**src/ccs_pkg.sv**
```systemverilog
// Shared types and constants for the C comment stripper.
// No dependencies; imported by every module of the block.
`default_nettype none

package ccs_pkg;

    // Default depth of the queue between the classifier and the output stage
    localparam int DEFAULT_QUEUE_DEPTH = 2;

    // One classified input: one or two output bytes
    typedef struct packed {
        logic [7:0] first_byte;
        logic [7:0] second_byte;
        logic       two;
    } t_entry;

    // Queue status seen by the top level and the back part
    typedef struct packed {
        logic full;
        logic empty;
    } t_q_status;

endpackage

`default_nettype wire

```
**src/ccs_front.sv**
```systemverilog
// Front part: scan state machine that classifies each input byte.
// Depends on ccs_pkg (t_entry).
`default_nettype none

module ccs_front (
    input  wire logic           i_clk,
    input  wire logic           i_rst_n,
    input  wire logic           i_accept,
    input  wire logic [7:0]     i_text_byte,
    input  wire logic           i_end_of_text,
    output logic                o_push,
    output ccs_pkg::t_entry     o_entry
);
    import ccs_pkg::*;

    // scan modes
    localparam logic [2:0] MODE_NORMAL = 3'd0;
    localparam logic [2:0] MODE_SLASH  = 3'd1;
    localparam logic [2:0] MODE_QUOTE  = 3'd2;
    localparam logic [2:0] MODE_STRING = 3'd3;
    localparam logic [2:0] MODE_BLOCK  = 3'd4;
    localparam logic [2:0] MODE_LINE   = 3'd5;

    // characters of interest
    localparam logic [7:0] CH_STAR   = 8'h2A;
    localparam logic [7:0] CH_SLASH  = 8'h2F;
    localparam logic [7:0] CH_DQUOTE = 8'h22;
    localparam logic [7:0] CH_BSLASH = 8'h5C;
    localparam logic [7:0] CH_APOS   = 8'h27;
    localparam logic [7:0] CH_NL     = 8'h0A;

    logic [2:0] r_mode, n_mode;
    logic       r_star, n_star;
    logic [7:0] r_prior, r_prior2;

    logic [1:0] v_cnt;
    logic [7:0] v_b0, v_b1;
    logic [7:0] b;
    logic       escaped;

    assign b       = i_text_byte;
    assign escaped = (r_prior == CH_BSLASH) && (r_prior2 != CH_BSLASH);

    // next state and emitted bytes for the current byte
    always_comb begin
        n_mode = r_mode;
        n_star = r_star;
        v_cnt  = 2'd0;
        v_b0   = b;
        v_b1   = b;
        case (r_mode)
            MODE_SLASH: begin
                if (b == CH_SLASH) begin
                    v_b0   = CH_NL;
                    v_cnt  = 2'd1;
                    n_mode = MODE_LINE;
                end else if (b == CH_STAR) begin
                    n_mode = MODE_BLOCK;
                    n_star = 1'b0;
                end else begin
                    // held slash first, then the byte as normal text
                    v_b0   = CH_SLASH;
                    v_b1   = b;
                    v_cnt  = 2'd2;
                    n_mode = (b == CH_DQUOTE) ? MODE_QUOTE : MODE_NORMAL;
                end
            end
            MODE_QUOTE: begin
                v_b0  = b;
                v_cnt = 2'd1;
                if (b == CH_APOS) begin
                    n_mode = MODE_NORMAL;
                end else if ((b == CH_DQUOTE && !escaped) || b == CH_NL) begin
                    n_mode = MODE_NORMAL;
                end else begin
                    n_mode = MODE_STRING;
                end
            end
            MODE_STRING: begin
                v_b0  = b;
                v_cnt = 2'd1;
                if ((b == CH_DQUOTE && !escaped) || b == CH_NL) begin
                    n_mode = MODE_NORMAL;
                end
            end
            MODE_BLOCK: begin
                if (r_star && b == CH_SLASH) begin
                    n_mode = MODE_NORMAL;
                    n_star = 1'b0;
                end else begin
                    n_star = (b == CH_STAR);
                end
            end
            MODE_LINE: begin
                if (b == CH_NL) begin
                    n_mode = MODE_NORMAL;
                end
            end
            default: begin
                if (b == CH_SLASH) begin
                    n_mode = MODE_SLASH;
                end else begin
                    v_b0   = b;
                    v_cnt  = 2'd1;
                    n_mode = (b == CH_DQUOTE) ? MODE_QUOTE : MODE_NORMAL;
                end
            end
        endcase

        // end of text flushes a pending slash and leaves every mode but block
        if (i_end_of_text) begin
            if (n_mode == MODE_SLASH) begin
                v_b0  = CH_SLASH;
                v_cnt = 2'd1;
            end
            if (n_mode != MODE_BLOCK) begin
                n_mode = MODE_NORMAL;
            end
        end
    end

    assign o_push              = i_accept && (v_cnt != 2'd0);
    assign o_entry.first_byte  = v_b0;
    assign o_entry.second_byte = v_b1;
    assign o_entry.two         = v_cnt[1];

    // scan state
    always_ff @(posedge i_clk) begin
        if (!i_rst_n) begin
            r_mode   <= MODE_NORMAL;
            r_star   <= 1'b0;
            r_prior  <= 8'd0;
            r_prior2 <= 8'd0;
        end else if (i_accept) begin
            r_mode   <= n_mode;
            r_star   <= n_star;
            r_prior  <= b;
            r_prior2 <= r_prior;
        end
    end

endmodule

`default_nettype wire

```
**src/ccs_queue.sv**
```systemverilog
// Short FIFO of classified entries between the front and back parts.
// Depends on ccs_pkg (t_entry, t_q_status).
`default_nettype none

module ccs_queue #(
    parameter int DEPTH = ccs_pkg::DEFAULT_QUEUE_DEPTH
) (
    input  wire logic           i_clk,
    input  wire logic           i_rst_n,
    input  wire logic           i_push,
    input  wire ccs_pkg::t_entry i_entry,
    input  wire logic           i_pop,
    output ccs_pkg::t_entry     o_head,
    output ccs_pkg::t_q_status  o_status
);
    import ccs_pkg::*;

    localparam int PTR_W = (DEPTH > 1) ? $clog2(DEPTH) : 1;
    localparam int CNT_W = $clog2(DEPTH + 1);

    t_entry             r_mem [DEPTH];
    logic [PTR_W-1:0]   r_wr, r_rd;
    logic [CNT_W-1:0]   r_cnt;
    logic               do_push, do_pop;

    assign o_status.full  = (r_cnt == CNT_W'(DEPTH));
    assign o_status.empty = (r_cnt == '0);
    assign do_push        = i_push && !o_status.full;
    assign do_pop         = i_pop && !o_status.empty;
    assign o_head         = r_mem[r_rd];

    // entry storage
    always_ff @(posedge i_clk) begin
        if (do_push) begin
            r_mem[r_wr] <= i_entry;
        end
    end

    // pointers and fill count
    always_ff @(posedge i_clk) begin
        if (!i_rst_n) begin
            r_wr  <= '0;
            r_rd  <= '0;
            r_cnt <= '0;
        end else begin
            if (do_push) begin
                r_wr <= (r_wr == PTR_W'(DEPTH - 1)) ? '0 : r_wr + PTR_W'(1);
            end
            if (do_pop) begin
                r_rd <= (r_rd == PTR_W'(DEPTH - 1)) ? '0 : r_rd + PTR_W'(1);
            end
            if (do_push && !do_pop) begin
                r_cnt <= r_cnt + CNT_W'(1);
            end else if (do_pop && !do_push) begin
                r_cnt <= r_cnt - CNT_W'(1);
            end
        end
    end

endmodule

`default_nettype wire

```
**src/ccs_back.sv**
```systemverilog
// Back part: output register that sends each entry as one or two transactions.
// Depends on ccs_pkg (t_entry, t_q_status).
`default_nettype none

module ccs_back (
    input  wire logic               i_clk,
    input  wire logic               i_rst_n,
    input  wire ccs_pkg::t_entry    i_head,
    input  wire ccs_pkg::t_q_status i_status,
    output logic                    o_pop,
    output logic                    o_valid,
    input  wire logic               i_stall,
    output logic [7:0]              o_out_byte,
    output logic                    o_run_last
);
    import ccs_pkg::*;

    logic       r_valid;
    logic [7:0] r_byte;
    logic       r_last;
    logic       r_pend;
    logic [7:0] r_second;
    logic       load_ok;

    // output register is free or being taken this cycle
    assign load_ok = !r_valid || !i_stall;
    assign o_pop   = load_ok && !r_pend && !i_status.empty;

    // control
    always_ff @(posedge i_clk) begin
        if (!i_rst_n) begin
            r_valid <= 1'b0;
            r_pend  <= 1'b0;
        end else if (load_ok) begin
            if (r_pend) begin
                r_valid <= 1'b1;
                r_pend  <= 1'b0;
            end else if (!i_status.empty) begin
                r_valid <= 1'b1;
                r_pend  <= i_head.two;
            end else begin
                r_valid <= 1'b0;
            end
        end
    end

    // payload
    always_ff @(posedge i_clk) begin
        if (load_ok) begin
            if (r_pend) begin
                r_byte <= r_second;
                r_last <= 1'b1;
            end else begin
                r_byte   <= i_head.first_byte;
                r_last   <= !i_head.two;
                r_second <= i_head.second_byte;
            end
        end
    end

    assign o_valid    = r_valid;
    assign o_out_byte = r_byte;
    assign o_run_last = r_last;

endmodule

`default_nettype wire

```
**src/c_comment_stripper.sv**
```systemverilog
// C comment stripper: removes block and line comments from a byte stream.
// Uses ccs_pkg, ccs_front, ccs_queue and ccs_back.
//
// Input channel (i_valid / o_stall): one source byte per transaction, with
// i_end_of_text marking the final byte of a text. Output channel
// (o_valid / i_stall): the comment-free bytes; o_run_last is set on the
// last byte caused by one input byte.
// Throughput: one input byte per cycle while o_stall is low. An input
// byte yields zero, one or two output bytes; a two-byte result (a held
// slash plus the byte after it) leaves the single output register as two
// transactions, so the sustained rate is set by that register: one output
// byte per cycle while i_stall is low. Each result is classified by the
// front part, then registered in the queue and then in the output register.
// A slash is held back until the next byte (or end of text) decides it.
// Reset (synchronous, active low) returns the scanner to plain text and
// empties the queue and output register. When the receiver stalls, the
// output holds; the queue fills and o_stall rises once it is full.
`default_nettype none

module c_comment_stripper #(
    parameter int QUEUE_DEPTH = ccs_pkg::DEFAULT_QUEUE_DEPTH
) (
    input  wire logic       i_clk,
    input  wire logic       i_rst_n,
    input  wire logic       i_valid,
    output logic            o_stall,
    input  wire logic [7:0] i_text_byte,
    input  wire logic       i_end_of_text,
    output logic            o_valid,
    input  wire logic       i_stall,
    output logic [7:0]      o_out_byte,
    output logic            o_run_last
);
    import ccs_pkg::*;

    t_entry    push_entry, head_entry;
    t_q_status q_status;
    logic      accept, push, pop;

    assign o_stall = q_status.full;
    assign accept  = i_valid && !o_stall;

    // classify incoming bytes
    ccs_front u_front (
        .i_clk         (i_clk),
        .i_rst_n       (i_rst_n),
        .i_accept      (accept),
        .i_text_byte   (i_text_byte),
        .i_end_of_text (i_end_of_text),
        .o_push        (push),
        .o_entry       (push_entry)
    );

    // decoupling queue
    ccs_queue #(
        .DEPTH (QUEUE_DEPTH)
    ) u_queue (
        .i_clk    (i_clk),
        .i_rst_n  (i_rst_n),
        .i_push   (push),
        .i_entry  (push_entry),
        .i_pop    (pop),
        .o_head   (head_entry),
        .o_status (q_status)
    );

    // emit output transactions
    ccs_back u_back (
        .i_clk      (i_clk),
        .i_rst_n    (i_rst_n),
        .i_head     (head_entry),
        .i_status   (q_status),
        .o_pop      (pop),
        .o_valid    (o_valid),
        .i_stall    (i_stall),
        .o_out_byte (o_out_byte),
        .o_run_last (o_run_last)
    );

endmodule

`default_nettype wire

```
**config.mk**
```make
export PLATFORM = sky130hd
export DESIGN_NAME = c_comment_stripper
export DESIGN_NICKNAME = d
export VERILOG_FILES = /design/src/ccs_pkg.sv /design/src/ccs_front.sv /design/src/ccs_queue.sv /design/src/ccs_back.sv /design/src/c_comment_stripper.sv
export SDC_FILE = /design/constraint.sdc
export NUM_CORES = 1
export LEC_CHECK = 0
export BUFFER_PORTS_ARGS = -buffer_cell sky130_fd_sc_hd__clkbuf_2
export CORE_MARGIN = 5
export CORE_UTILIZATION = 39
export CTS_BUF_LIST = sky130_fd_sc_hd__clkbuf_16
export DETAILED_ROUTE_END_ITERATION = 6
export GPL_ROUTABILITY_DRIVEN = 0
export PLACE_DENSITY = 0.53
export SLEW_MARGIN = 20
export SYNTH_ARGS = -nofsm -noshare
export SYNTH_HDL_FRONTEND = slang
export SYNTH_SLANG_ARGS = --single-unit
```
**constraint.sdc**
```tcl
create_clock -name i_clk -period 8.5 [get_ports i_clk]
set_clock_uncertainty 0.15 [all_clocks]
set_input_delay 0.85 -clock i_clk [delete_from_list [all_inputs] [get_ports i_clk]]
set_output_delay 0.85 -clock i_clk [all_outputs]
set_load 0.02 [all_outputs]
```
After elaboration in Yosys (flattened, before gate mapping) --
Memories as Yosys holds them, arrays and structs flattened. A register that Yosys moved wholly into a read port is not among the register bits. Cells that the tools add are included.
Word-level totals: bits of input ports 13, output and inout bits 11, bits in writable memories 34, word-level logic and storage cells 105, memories 1, register bits after elaboration 43
Memory list:
- u_queue.r_mem | words 2, width 17, read ports 1, clocked after Yosys merged registers in 1, wr ports 1, line ccs_queue.sv:21 | t_entry r_mem [DEPTH];
Operators by class: reduce and logical (&&, ||, !) cells 30, bitwise gates (word level) 1, eq/ne operators 17, add/subtract/negate cells 4, muxes and demuxes 40
Operator list (number):
- 2-to-1 mux 8 bit | 6
- equality test 8 x 6 -> 1 bit (second input constant) | 4
- 2-to-1 mux 3 bit | 9
- 2-to-1 mux 2 bit | 8
- case mux 3 bit (5 select lines) | 1
- 2-to-1 mux 1 bit | 14
- logical AND 1 bit | 11
- zero test 1 bit | 9
- equality test 8 x 4 -> 1 bit (second input constant) | 1
- equality test 8 x 7 -> 1 bit (second input constant) | 1
- inequality test 8 x 7 -> 1 bit (second input constant) | 1
- equality test 3 x 1 -> 1 bit (second input constant) | 2
- equality test 3 x 2 -> 1 bit (second input constant) | 2
- equality test 3 bit (second input constant) | 2
- case mux 2 bit (3 select lines) | 1
- nonzero test 2 bit | 3
- AND reduction 4 bit | 1
- OR reduction 2 bit | 2
- inequality test 3 bit (second input constant) | 1
- adder 1 bit (second input constant) | 2
- adder 2 x 1 -> 2 bit (second input constant) | 1
- equality test 2 bit (second input constant) | 1
- zero test 2 bit | 1
- logical OR 1 bit | 2
- other kinds (6) | 6

Depth between registers and ports, before layout --
Gate-level depths: netlist of the first run.
depth in word-level cells 18, depth in mapped cells 11, depth with buffers taken out 11

Hierarchy --
Synthesis of the first run repeated with hierarchy kept, for this count alone.
Unflattened totals: cells, all modules 261, area, all modules 3454.6 sq um
Modules (own cells, without submodules):
- ccs_queue | cells an instance 78, times used 1, sequential area each 1121.1 sq um, area an instance 1458.9 sq um
- ccs_front | cells an instance 146, times used 1, sequential area each 400.4 sq um, area an instance 1246.2 sq um
- ccs_back | cells an instance 36, times used 1, sequential area each 550.5 sq um, area an instance 735.7 sq um
- c_comment_stripper | cells an instance 1, times used 1, sequential area each 0.0 sq um, area an instance 13.8 sq um

Least setup slack after synthesis of the first run --
Ideal clock, no wire load.
path type in2reg, start in i_text_byte[7], end reg u_queue.r_cnt[1], path slack 5.089 ns, cell stages on the path 8, path buffers 0, arrival time 3.185 ns, library setup time 0.076 ns, data required time 8.274 ns, cells stage by stage or4b_4 -> or4_1 -> o221a_1 -> a41oi_2 -> inv_1 -> ha_1 -> or3_1 -> a21boi_0
On the way: longest elaborated chain between the ends 15, elaborated cells on any way between the ends 33, classes of those cells eq/ne (6); mux (17); reduce/logical (10)
RTL lines:
- start, declared | line c_comment_stripper.sv:27 | input wire logic [7:0] i_text_byte,
- equality test 8 x 6 -> 1 bit
- logical AND 1 bit | line ccs_front.sv:73, ccs_front.sv:82
- logical OR 1 bit | line ccs_front.sv:73, ccs_front.sv:82
- 2-to-1 mux 2 bit | line ccs_front.sv:73 | end else if ((b == CH_DQUOTE && !escaped) || b == CH_NL) begin
- 2-to-1 mux 3 bit | line ccs_front.sv:71 | if (b == CH_APOS) begin
- case mux 3 bit (5 select lines) | line ccs_front.sv:51 | case (r_mode)
- equality test 3 x 1 -> 1 bit | line ccs_front.sv:112 | if (n_mode == MODE_SLASH) begin
- 2-to-1 mux 2 bit | line ccs_front.sv:112
- 2-to-1 mux 2 bit * | line ccs_front.sv:111 | if (i_end_of_text) begin
- nonzero test 2 bit * | line ccs_front.sv:122 | assign o_push = i_accept && (v_cnt != 2'd0);
- logical AND 1 bit * | line ccs_front.sv:122
- logical AND 1 bit * | line ccs_queue.sv:28 | assign do_push = i_push && !o_status.full;
- via u_queue.do_push | line ccs_queue.sv:24 | logic do_push, do_pop;
- zero test 1 bit | line ccs_queue.sv:54 | end else if (do_pop && !do_push) begin
- logical AND 1 bit | line ccs_queue.sv:54
- nonzero test 2 bit (no source line)
- end signal, assigned | line ccs_queue.sv:53 | r_cnt <= r_cnt + CNT_W'(1);
- end signal, assigned | line ccs_queue.sv:55 | r_cnt <= r_cnt - CNT_W'(1);
- end, declared | line ccs_queue.sv:23 | logic [CNT_W-1:0] r_cnt;
Mark *: on every way through the listed nets, which the timed path passes. The rest lies on a longest branch. A chain may end at the register's enable or synchronous reset.

Worst setup path after layout of the first run --
Ends and elaborated chain as after synthesis.

==> impl_metrics.yaml, run 1 <==
status:
  run_status: "complete, no violations"
timing:
  rsz0062_at_grt: "false"
  max-slew-margin-rel_pct: 34.5
  final_max_slew_viol_count: 0
  max_freq_mhz: 296
  setup_viol: 0
  fin_tns_setup_ns: 0
  setup_slack_ns: 5.12
  period_needed_ns: 3.38
  worstMarginPinSlew_ns: 0.982
  hold_violations: 0
  post-route-period-util_pct: 39.8
final_layout:
  n_antenna_cell: 0
  drive_above_1_share_pct: 20.1
  mostFrequentLayoutCells: "nand2_1 (51), edfxtp_1 (51), dfxtp_1 (27)"
  final_nets: 303
  syn_to_final_growth_pct: 15.6
  instances_no_fill: 398
grt:
  met1_usage_pct: 15.3
  gr-total-overflow: 0
  grt_max_degree: 30
  use_met3_pct: 2.55
  grt_use_met2_pct: 20.8
  busiest_layer: "met2"
  grt_antenna_before_repair: 0
  grt_pass1_wl_um: 9740
  track_usage_pct: 12.4
  grt_pass1_vias: 1871
power:
  p_leak_nw: 1.35
  powerDensity_nw_per_um2: 306
  peakVddDrop_mv: 0.117
yosys:
  synth_area_per_cell_um2: 12.3
  syn_nets: 279
  ys_seq_area_share_pct: 63.8
  syn_inst: 264
  ys_seq_elements: 78
  syn-cell-area_um2: 3250
  synth_enable_flop_cells: 51
  yosys_warnings: 0
  synthArstFlopShare_pct: 0
  ys.flop_type: "edfxtp_1"
  synth_cell_types: 50
clock_tree:
  clkLatencyLatePin_ns: 0.32
  cts-root-buf: "clkbuf_16"
  clk_pin_slew_ns: 0.06
  h-tree-depth: 3
  clockBufferDepth: 2
  post-cts-setup-buffers: 0
  cts_tree: "yes"
  cts_made_buffers: 9
  ctsHoldBuffers: 0
  clock-sinks: 78
  cts_resized: 0
die:
  die_y_um: 101
  die_area_um2: 10300
  start_util_pct: 39.7
  rows: 33
  pin_count: 24
  die_w_um: 101
  core_um2: 8180
critical_path:
  crit_required_ns: 8.60
  worstPathArrival_ns: 3.48
  worstPathMaxFanout: 6
  worstSetupPathType: "in2reg"
  crit_chain: "clkbuf_2 > or4b_4 > or4_1 > o221a_1 > a41oi_2 > inv_1 > ha_1 > or3_1 > a21boi_0"
  cp_slowest_cell: "or4b_4"
  critPathLaunchType: "input pin"
  cp-end-kind: "flop"
  rr_worst_depth: 8
  critPathMaxStageDelay_ns: 0.58
drt:
  drc: 0
  vias_per_cell: 5.01
  first_iter_violations: 72
  vias: 1993
  wl_per_cell_um: 14.8
  firstDrtPassIters: 4
  ant_nets: 0
  wl_um: 5870
job:
  drv_cap: 0
place:
  port_buffers: 23
  dp_hpwl_um: 3890
  dpl.cell_count: 382
  pre_cts_slack_ns: 4.77
hold_path:
  hold_path.class: "reg2reg"
  whs_path_depth: 2
==> per-layer routing <==
metal / part of all wire [%] / vias to the layer above
met5: 0 / -
met1: 45 / 942
met4: 1.6 / 0
met2: 50 / 38
li1: - / 1004
met3: 3.6 / 9
==> metrics by stage <==
| step | utilization, % | instance area, µm² | hold WS [ns] | power (mW) |
|---|---|---|---|---|
| 6_report | 45.9 | 3750 | 0.315 | 1.15 |
| 5_1_grt | 45.9 | 3750 | 0.339 | 1.21 |
| 4_1_cts | 45.9 | 3750 | 0.317 | 1.17 |
| 3_5_place_dp | 42.4 | 3460 | 0.308 | 0.794 |
| 3_3_place_gp | 42.4 | 3460 | 0.305 | 0.790 |
| 2_1_floorplan | - | 3250 | 0.288 | 0.720 |
==> final cells by class <==
class	instances	area, µm²
repair buffers	25	130
well taps	105	131
multi-input cells	171	1120
clock buffers	9	225
fillers	754	4420
inverters	3	11.3
flip-flops and latches	78	2070
clock inverters	7	65.1
==> synth_stat cells (all sizes together) (2+ instances only) <==
cell | count | area [µm²]
nor2 | 9 | 33.8
buf | 2 | 8.75
or2 | 2 | 12.5
dfxtp | 27 | 541
nand3 | 2 | 10.0
or4 | 2 | 15.0
a211oi | 2 | 15.0
mux2i | 10 | 100
nor4bb | 2 | 20.0
nand2b | 2 | 12.5
edfxtp | 51 | 1530
or4bb | 2 | 22.5
or2b | 2 | 15.0
nor3b | 3 | 22.5
nor2b | 4 | 25.0
o21ai | 12 | 60.1
ha | 2 | 25.0
xnor2 | 2 | 17.5
mux2 | 8 | 90.1
a21o | 4 | 32.5
a31oi | 2 | 12.5
nand2 | 51 | 191
and2 | 8 | 53.8
clkbuf | 10 | 37.5
inv | 3 | 11.3
a21boi | 20 | 150
==> path summary, 6_finish.rpt <==
path | start | endpoint | slack [ns]
max | i_text_byte[7] | u_queue.r_cnt[1] | 5.12
min | u_front.r_prior2[4] | u_front.r_prior2[4] | 0.32
max reg2reg | u_front.r_mode[0] | u_queue.r_cnt[1] | 5.35
min reg2reg | u_front.r_prior2[4] | u_front.r_prior2[4] | 0.32
==> flip-flops by register name, indices dropped and copies added, names as in the netlist, 2 cells and up, named ones only <==
name	count
u_back.r_second	8
u_front.r_mode	3
u_queue.r_cnt	2
u_queue.r_mem	34
u_front.r_prior2	8
u_back.o_out_byte	8
u_front.r_prior	8
==> cells by family after synthesis <==
group	synth area share, %
compound gates	11.4
xor+xnor	0.809
fa+ha+maj	0.770
buf+inv	1.77
flops	63.8
mux	5.85
simple gates	15.6
==> power breakdown <==
group	total [mW]	internal (mW)	leakage (nW)	switching, mW
clock network	0.373	0.226	0.147	0.147
registers	0.553	0.506	0.715	0.0472
logic	0.224	0.0934	0.485	0.131
total	1.15	0.825	1.35	0.325
==> critical path, delay by kind of cell <==
| kind | cells | cell delay [ns] |
|---|---|---|
| fa+ha+maj | 1 | 0.31 |
| simple gates | 3 | 1.43 |
| compound gates | 3 | 0.67 |
| buf+inv | 2 | 0.20 |
Power figures use the tool's default switching activity.
==> inputs of run 2 (changes only) <==
- ABC_AREA: not set -> 1
- PLACE_DENSITY: 0.53 -> 0.55
- clock period: 8.5 -> 2.75 ns (I/O delays scaled with it)
==> run 2 against run 1 <==
Critical path type is now reg2reg. Register-to-register slack worse by 5.0 ns. Critical path depth up 4. Worst hold slack worse by 0.28 ns. Combinational power rose to 3.8 times the previous value. Clock-buffer cell count up 2. Sequential share of layout area down 0.87 points. Clock power rose to 3.4 times the previous value. Wire length up 7.0%. Area after synthesis down 0.35%. Final area up 1.6%. Global-route usage up 1.1 points.
==> impl_metrics.yaml, run 2 <==
status:
  run_status: "complete, no violations"
timing:
  setup_viol: 0
  final_max_slew_viol_count: 0
  post-route-period-util_pct: 87.7
  max_freq_mhz: 414
  worstMarginPinSlew_ns: 0.739
  rsz0062_at_grt: "false"
  period_needed_ns: 2.41
  fin_tns_setup_ns: 0
  hold_violations: 0
  max-slew-margin-rel_pct: 50.5
clock_tree:
  cts_made_buffers: 9
  h-tree-depth: 3
  cts_tree: "yes"
  clockBufferDepth: 2
  clock-sinks: 78
  cts_resized: 0
  ctsHoldBuffers: 0
  post-cts-setup-buffers: 0
  clk_pin_slew_ns: 0.06
  clkLatencyLatePin_ns: 0.33
  cts-root-buf: "clkbuf_16"
critical_path:
  cpMostUsedCell: "a21oi_1"
  r2r_start: "u_front.r_mode[2]"
  rr_worst_depth: 13
  cp-end-kind: "flop"
  r2r_slack_ns: 0.34
  reg2reg_to: "u_queue.r_cnt[1]"
  crit_chain: "inv_2 > ha_1 > a21oi_1 > nand2_1 > o21ai_2 > nand2_2 > nand2_1 > inv_1 > ha_1 > a21oi_1 > o21ai_0 > o21ai_0 > a21oi_1"
  crit_path_start: "u_front.r_mode[2]"
  critPathLaunchType: "flop"
  worstSetupPathType: "reg2reg"
  cp_slowest_cell: "dfxtp_1"
  worstPathArrival_ns: 2.48
  worstPathMaxFanout: 5
  crit_required_ns: 2.81
  critPathMaxStageDelay_ns: 0.46
yosys:
  yosys.area.top_type_share_pct: 47.3
  yosysMostFrequentCell: "nand2_1"
  synthArstFlopShare_pct: 0
  synthTopCellsByCount: "nand2_1 (83), edfxtp_1 (51), a21oi_1 (42)"
  synth_enable_flop_cells: 51
  syn-cell-area_um2: 3240
  yosysTopAreaCell: "edfxtp_1"
  syn_inst: 336
  yosys_warnings: 0
  syn_nets: 351
  ys_seq_area_share_pct: 64.0
  ys_seq_elements: 78
  synth_area_leaders: "edfxtp_1 (47%), dfxtp_1 (17%), nand2_1 (9.6%)"
  synth_area_per_cell_um2: 9.64
  synth_cell_types: 25
  ys.flop_type: "edfxtp_1"
die:
  die_w_um: 101
  core_um2: 8130
  rows: 33
  die_y_um: 101
  pin_count: 24
  die_area_um2: 10200
  start_util_pct: 39.8
final_layout:
  syn_to_final_growth_pct: 17.8
  mostFrequentLayoutCells: "nand2_1 (83), edfxtp_1 (51), a21oi_1 (42)"
  largest_reg_flops: 34
  final_core_util_pct: 46.9
  drive_above_1_share_pct: 15.9
  layout_commonest_cell: "nand2_1"
  top_register: "u_queue.r_mem"
  num-fill-cells: 775
  n_antenna_cell: 0
  final_nets: 381
  design_area_um2: 3810
grt:
  grt_pass1_wl_um: 10500
  grt_pass1_vias: 2201
  track_usage_pct: 13.5
  gr-total-overflow: 0
  grt_antenna_before_repair: 0
  grt_max_degree: 23
power:
  p_leak_nw: 1.59
  peakVddDrop_mv: 0.345
  powerDensity_nw_per_um2: 999
drt:
  firstDrtPassIters: 5
  vias_per_cell: 4.72
  wl_um: 6280
  first_iter_violations: 81
  vias: 2247
  drc: 0
  wl_per_cell_um: 13.2
  ant_nets: 0
hold_path:
  whs_path_depth: 1
  min-delay-start: "i_text_byte[2]"
  hold_path.class: "in2reg"
  holdPathEnd: "u_queue.r_mem[0][3]"
job:
  drv_cap: 0
place:
  dp_hpwl_um: 4450
  dpl_cell_area_um2: 3490
  port_buffers: 23
## run 2: cell count changes after synthesis, sizes merged, moves of 5 or more
cell / before / now
nand3: 2 / 9
o21ai: 12 / 25
a21boi: 20 / 0
nand2: 51 / 87
inv: 3 / 37
mux2i: 10 / 0
clkbuf: 10 / 4
mux2: 8 / 1
nor2: 9 / 33
and2: 8 / 0
nor3: 0 / 5
a21oi: 1 / 42
## run 2: area by class of cell
type	count	area, µm²	area share [%]
inverter	39	146	3.84
timing repair buffer	29	160	4.20
multi-input combinational	209	976	25.6
tap	105	131	3.44
sequential	78	2070	54.3
clock buffer	11	275	7.22
clock inverter	5	53.8	1.41
## run 2: metal layers
metal	GRT usage (%)	routed length (µm)
met5	0	0
met1	17.1	2900
met3	2.91	252
met2	22.2	3070
met4	6.13	69
## run 2: per-stage QoR
step | worst slack [ns] | hold slack (ns) | power [mW] | instances
after floorplan | 0.266 | 0.224 | 2.32 | 336
after global placement | 0.425 | 0.287 | 2.58 | 460
after detailed placement | 0.359 | 0.294 | 2.60 | 460
after CTS | 0.340 | 0.0295 | 3.87 | 476
after global routing | 0.0829 | 0.0356 | 4.04 | 476
final | 0.337 | 0.0385 | 3.81 | 476
## run 2: worst max-delay path by stage
stage	depth (start not counted)	end	slack, ns
2_1_floorplan	9	u_queue.r_mem[0][0]	0.27
3_3_place_gp	14	u_queue.r_cnt[1]	0.43
3_5_place_dp	13	u_queue.r_cnt[1]	0.36
4_1_cts	13	u_queue.r_cnt[1]	0.34
5_1_grt	13	u_queue.r_cnt[1]	0.08
6_report	13	u_queue.r_cnt[1]	0.34
## run 2: worst max-delay path: cells and delay by family (launching register included)
family	cells	cell delay, ns
flops	1	0.46
fa+ha+maj	2	0.62
compound gates	6	0.68
buf+inv	2	0.15
simple gates	3	0.24
## run 2: where the power goes
part           internal [mW]  leakage, nW  switching [mW]  total [mW]
clock                  0.810        0.168           0.453        1.26
sequential              1.60        0.716           0.102        1.71
combinational          0.267        0.708           0.577       0.844
## run 2: cells by family (layout without fill, tap and decap cells)
kind of cell / after synthesis / after routing / share of synthesized area (%)
AND/OR/NAND/NOR: 138 / 138 / 18.3
flip-flops: 78 / 78 / 64.0
AO/OA/AOI/OAI: 68 / 68 / 10.7
buffers and inverters: 49 / 84 / 5.87
adder cells (fa/ha/maj): 2 / 2 / 0.773
multiplexers: 1 / 1 / 0.348
==> inputs of run 3 (changes only) <==
- PLACE_DENSITY: 0.55 -> 0.57
==> run 3 against run 2 <==
Core utilization hardly changed. Final cell count rose by 0.21%. Wire length fell by 0.51%. Global-route usage is 0.094 points lower. Sequential power about the same. Critical path depth did not move. First-iteration DRC count is 7.4% lower. Largest power group unchanged. Final area hardly changed. Critical endpoint unchanged. Via count grew 1.1%. Combinational power increased by 2.5%. Critical path type unchanged.
==> impl_metrics.yaml, run 3 (synthesis gave the netlist of run 2 again) <==
power:
  finalPower_mw: 3.79
  powerDensity_nw_per_um2: 993
  peakVddDrop_mv: 0.309
  p_leak_nw: 1.59
critical_path:
  critPathMaxStageDelay_ns: 0.44
  cp-end-kind: "flop"
  worstSetupPathType: "reg2reg"
  path_buf_inv: 2
  crit_family: "compound AO/OA/AOI/OAI gates"
  cp_slowest_cell: "dfxtp_1"
  rr_worst_depth: 13
  cpMostUsedCell: "a21oi_1"
  crit_required_ns: 2.82
  critPathLaunchType: "flop"
  worstPathArrival_ns: 2.50
  worstSetupPathDepth: 13
  worstPathMaxFanout: 5
  crit_chain: "inv_2 > ha_1 > a21oi_1 > nand2_1 > o21ai_2 > nand2_2 > nand2_1 > inv_1 > ha_1 > a21oi_1 > o21ai_0 > o21ai_0 > a21oi_1"
die:
  die_w_um: 101
  pin_count: 24
  core_um2: 8130
  die_area_um2: 10200
  rows: 33
  start_util_pct: 39.8
  die_y_um: 101
timing:
  hold_violations: 0
  final_max_slew_viol_count: 0
  rsz0062_at_grt: "false"
  setup_viol: 0
  fin_tns_setup_ns: 0
  period_needed_ns: 2.43
  worstMarginPinSlew_ns: 0.754
  max-slew-margin-rel_pct: 49.6
  post-route-period-util_pct: 88.4
  max_freq_mhz: 412
clock_tree:
  cts_tree: "yes"
  clockBufferDepth: 2
  ctsHoldBuffers: 0
  cts_resized: 0
  cts_made_buffers: 9
  cts-root-buf: "clkbuf_16"
  clk_pin_slew_ns: 0.06
  h-tree-depth: 3
  clkLatencyLatePin_ns: 0.33
  post-cts-setup-buffers: 0
  clock-sinks: 78
drt:
  wl_per_cell_um: 13.1
  ant_nets: 0
  vias_per_cell: 4.76
  drc: 0
  firstDrtPassIters: 4
  first_iter_violations: 75
  wl_um: 6250
  vias: 2272
final_layout:
  largest_reg_flops: 34
  final_nets: 382
  top_register: "u_queue.r_mem"
  n_antenna_cell: 0
  mostFrequentLayoutCells: "nand2_1 (83), edfxtp_1 (51), a21oi_1 (42)"
  layout_commonest_cell: "nand2_1"
  syn_to_final_growth_pct: 17.8
  drive_above_1_share_pct: 16.4
  design_area_um2: 3810
place:
  dpl_cell_area_um2: 3490
  dp_hpwl_um: 4410
  port_buffers: 23
grt:
  grt_pass1_wl_um: 10500
  track_usage_pct: 13.4
  grt_pass1_vias: 2175
  grt_antenna_before_repair: 0
  gr-total-overflow: 0
  grt_max_degree: 23
hold_path:
  whs_path_depth: 1
  hold_path.class: "in2reg"
status:
  run_status: "complete, no violations"
job:
  drv_cap: 0
-- run 3: cell count changes in the layout (fill, tap and decap cells not counted), sizes merged --
cell and delta:
bufinv -1, inv +2, clkinv -2, clkbuf +1
buf +1
-- run 3: final timing paths --
kind | startpoint | to | slack [ns]
setup / recovery | u_front.r_mode[2] | u_queue.r_cnt[1] | 0.32
hold / removal | i_text_byte[2] | u_queue.r_mem[0][3] | 0.04
setup reg to reg | u_front.r_mode[2] | u_queue.r_cnt[1] | 0.32
hold reg to reg | u_front.r_prior2[7] | u_front.r_prior2[7] | 0.31
-- run 3: metal layers --
metal | vias to the layer above | part of all wire, % | track usage (%)
li1 | 1175 | - | -
met1 | 1055 | 45 | 16.9
met2 | 34 | 49 | 21.7
met3 | 8 | 4.4 | 3.67
met4 | 0 | 1.7 | 5.83
met5 | - | 0 | 0
-- run 3: final cells by class --
class                      count  area [µm²]
clock inverter                 4        20.0
inverter                      39         146
tap                          105         131
fill                         797        4320
multi-input combinational    209         976
timing repair buffer          30         168
sequential                    78        2070
clock buffer                  12         300
-- run 3: through the flow --
stage,utilization (%),worst slack (ns),std cells,hold WS (ns)
floorplan,-,0.266,336,0.224
global placement,42.9,0.436,461,0.286
detailed placement,42.9,0.358,461,0.299
CTS,46.9,0.339,477,0.0305
global route,46.9,0.0476,477,0.0325
finish,46.9,0.320,477,0.0422
-- run 3: report_power, final --
group / internal [mW] / total, mW / leakage, nW / switching, mW
clock: 0.772 / 1.23 / 0.165 / 0.454
combinational: 0.272 / 0.865 / 0.713 / 0.593
sequential: 1.60 / 1.70 / 0.716 / 0.0913
-- run 3: worst register-to-register path, cell delays in order, from the launching register on --
cell	delay [ns]
dfxtp_1	0.44
inv_2	0.09
ha_1	0.34
a21oi_1	0.19
nand2_1	0.09
o21ai_2	0.07
nand2_2	0.09
nand2_1	0.08
inv_1	0.04
ha_1	0.29
a21oi_1	0.11
o21ai_0	0.11
o21ai_0	0.16
a21oi_1	0.06
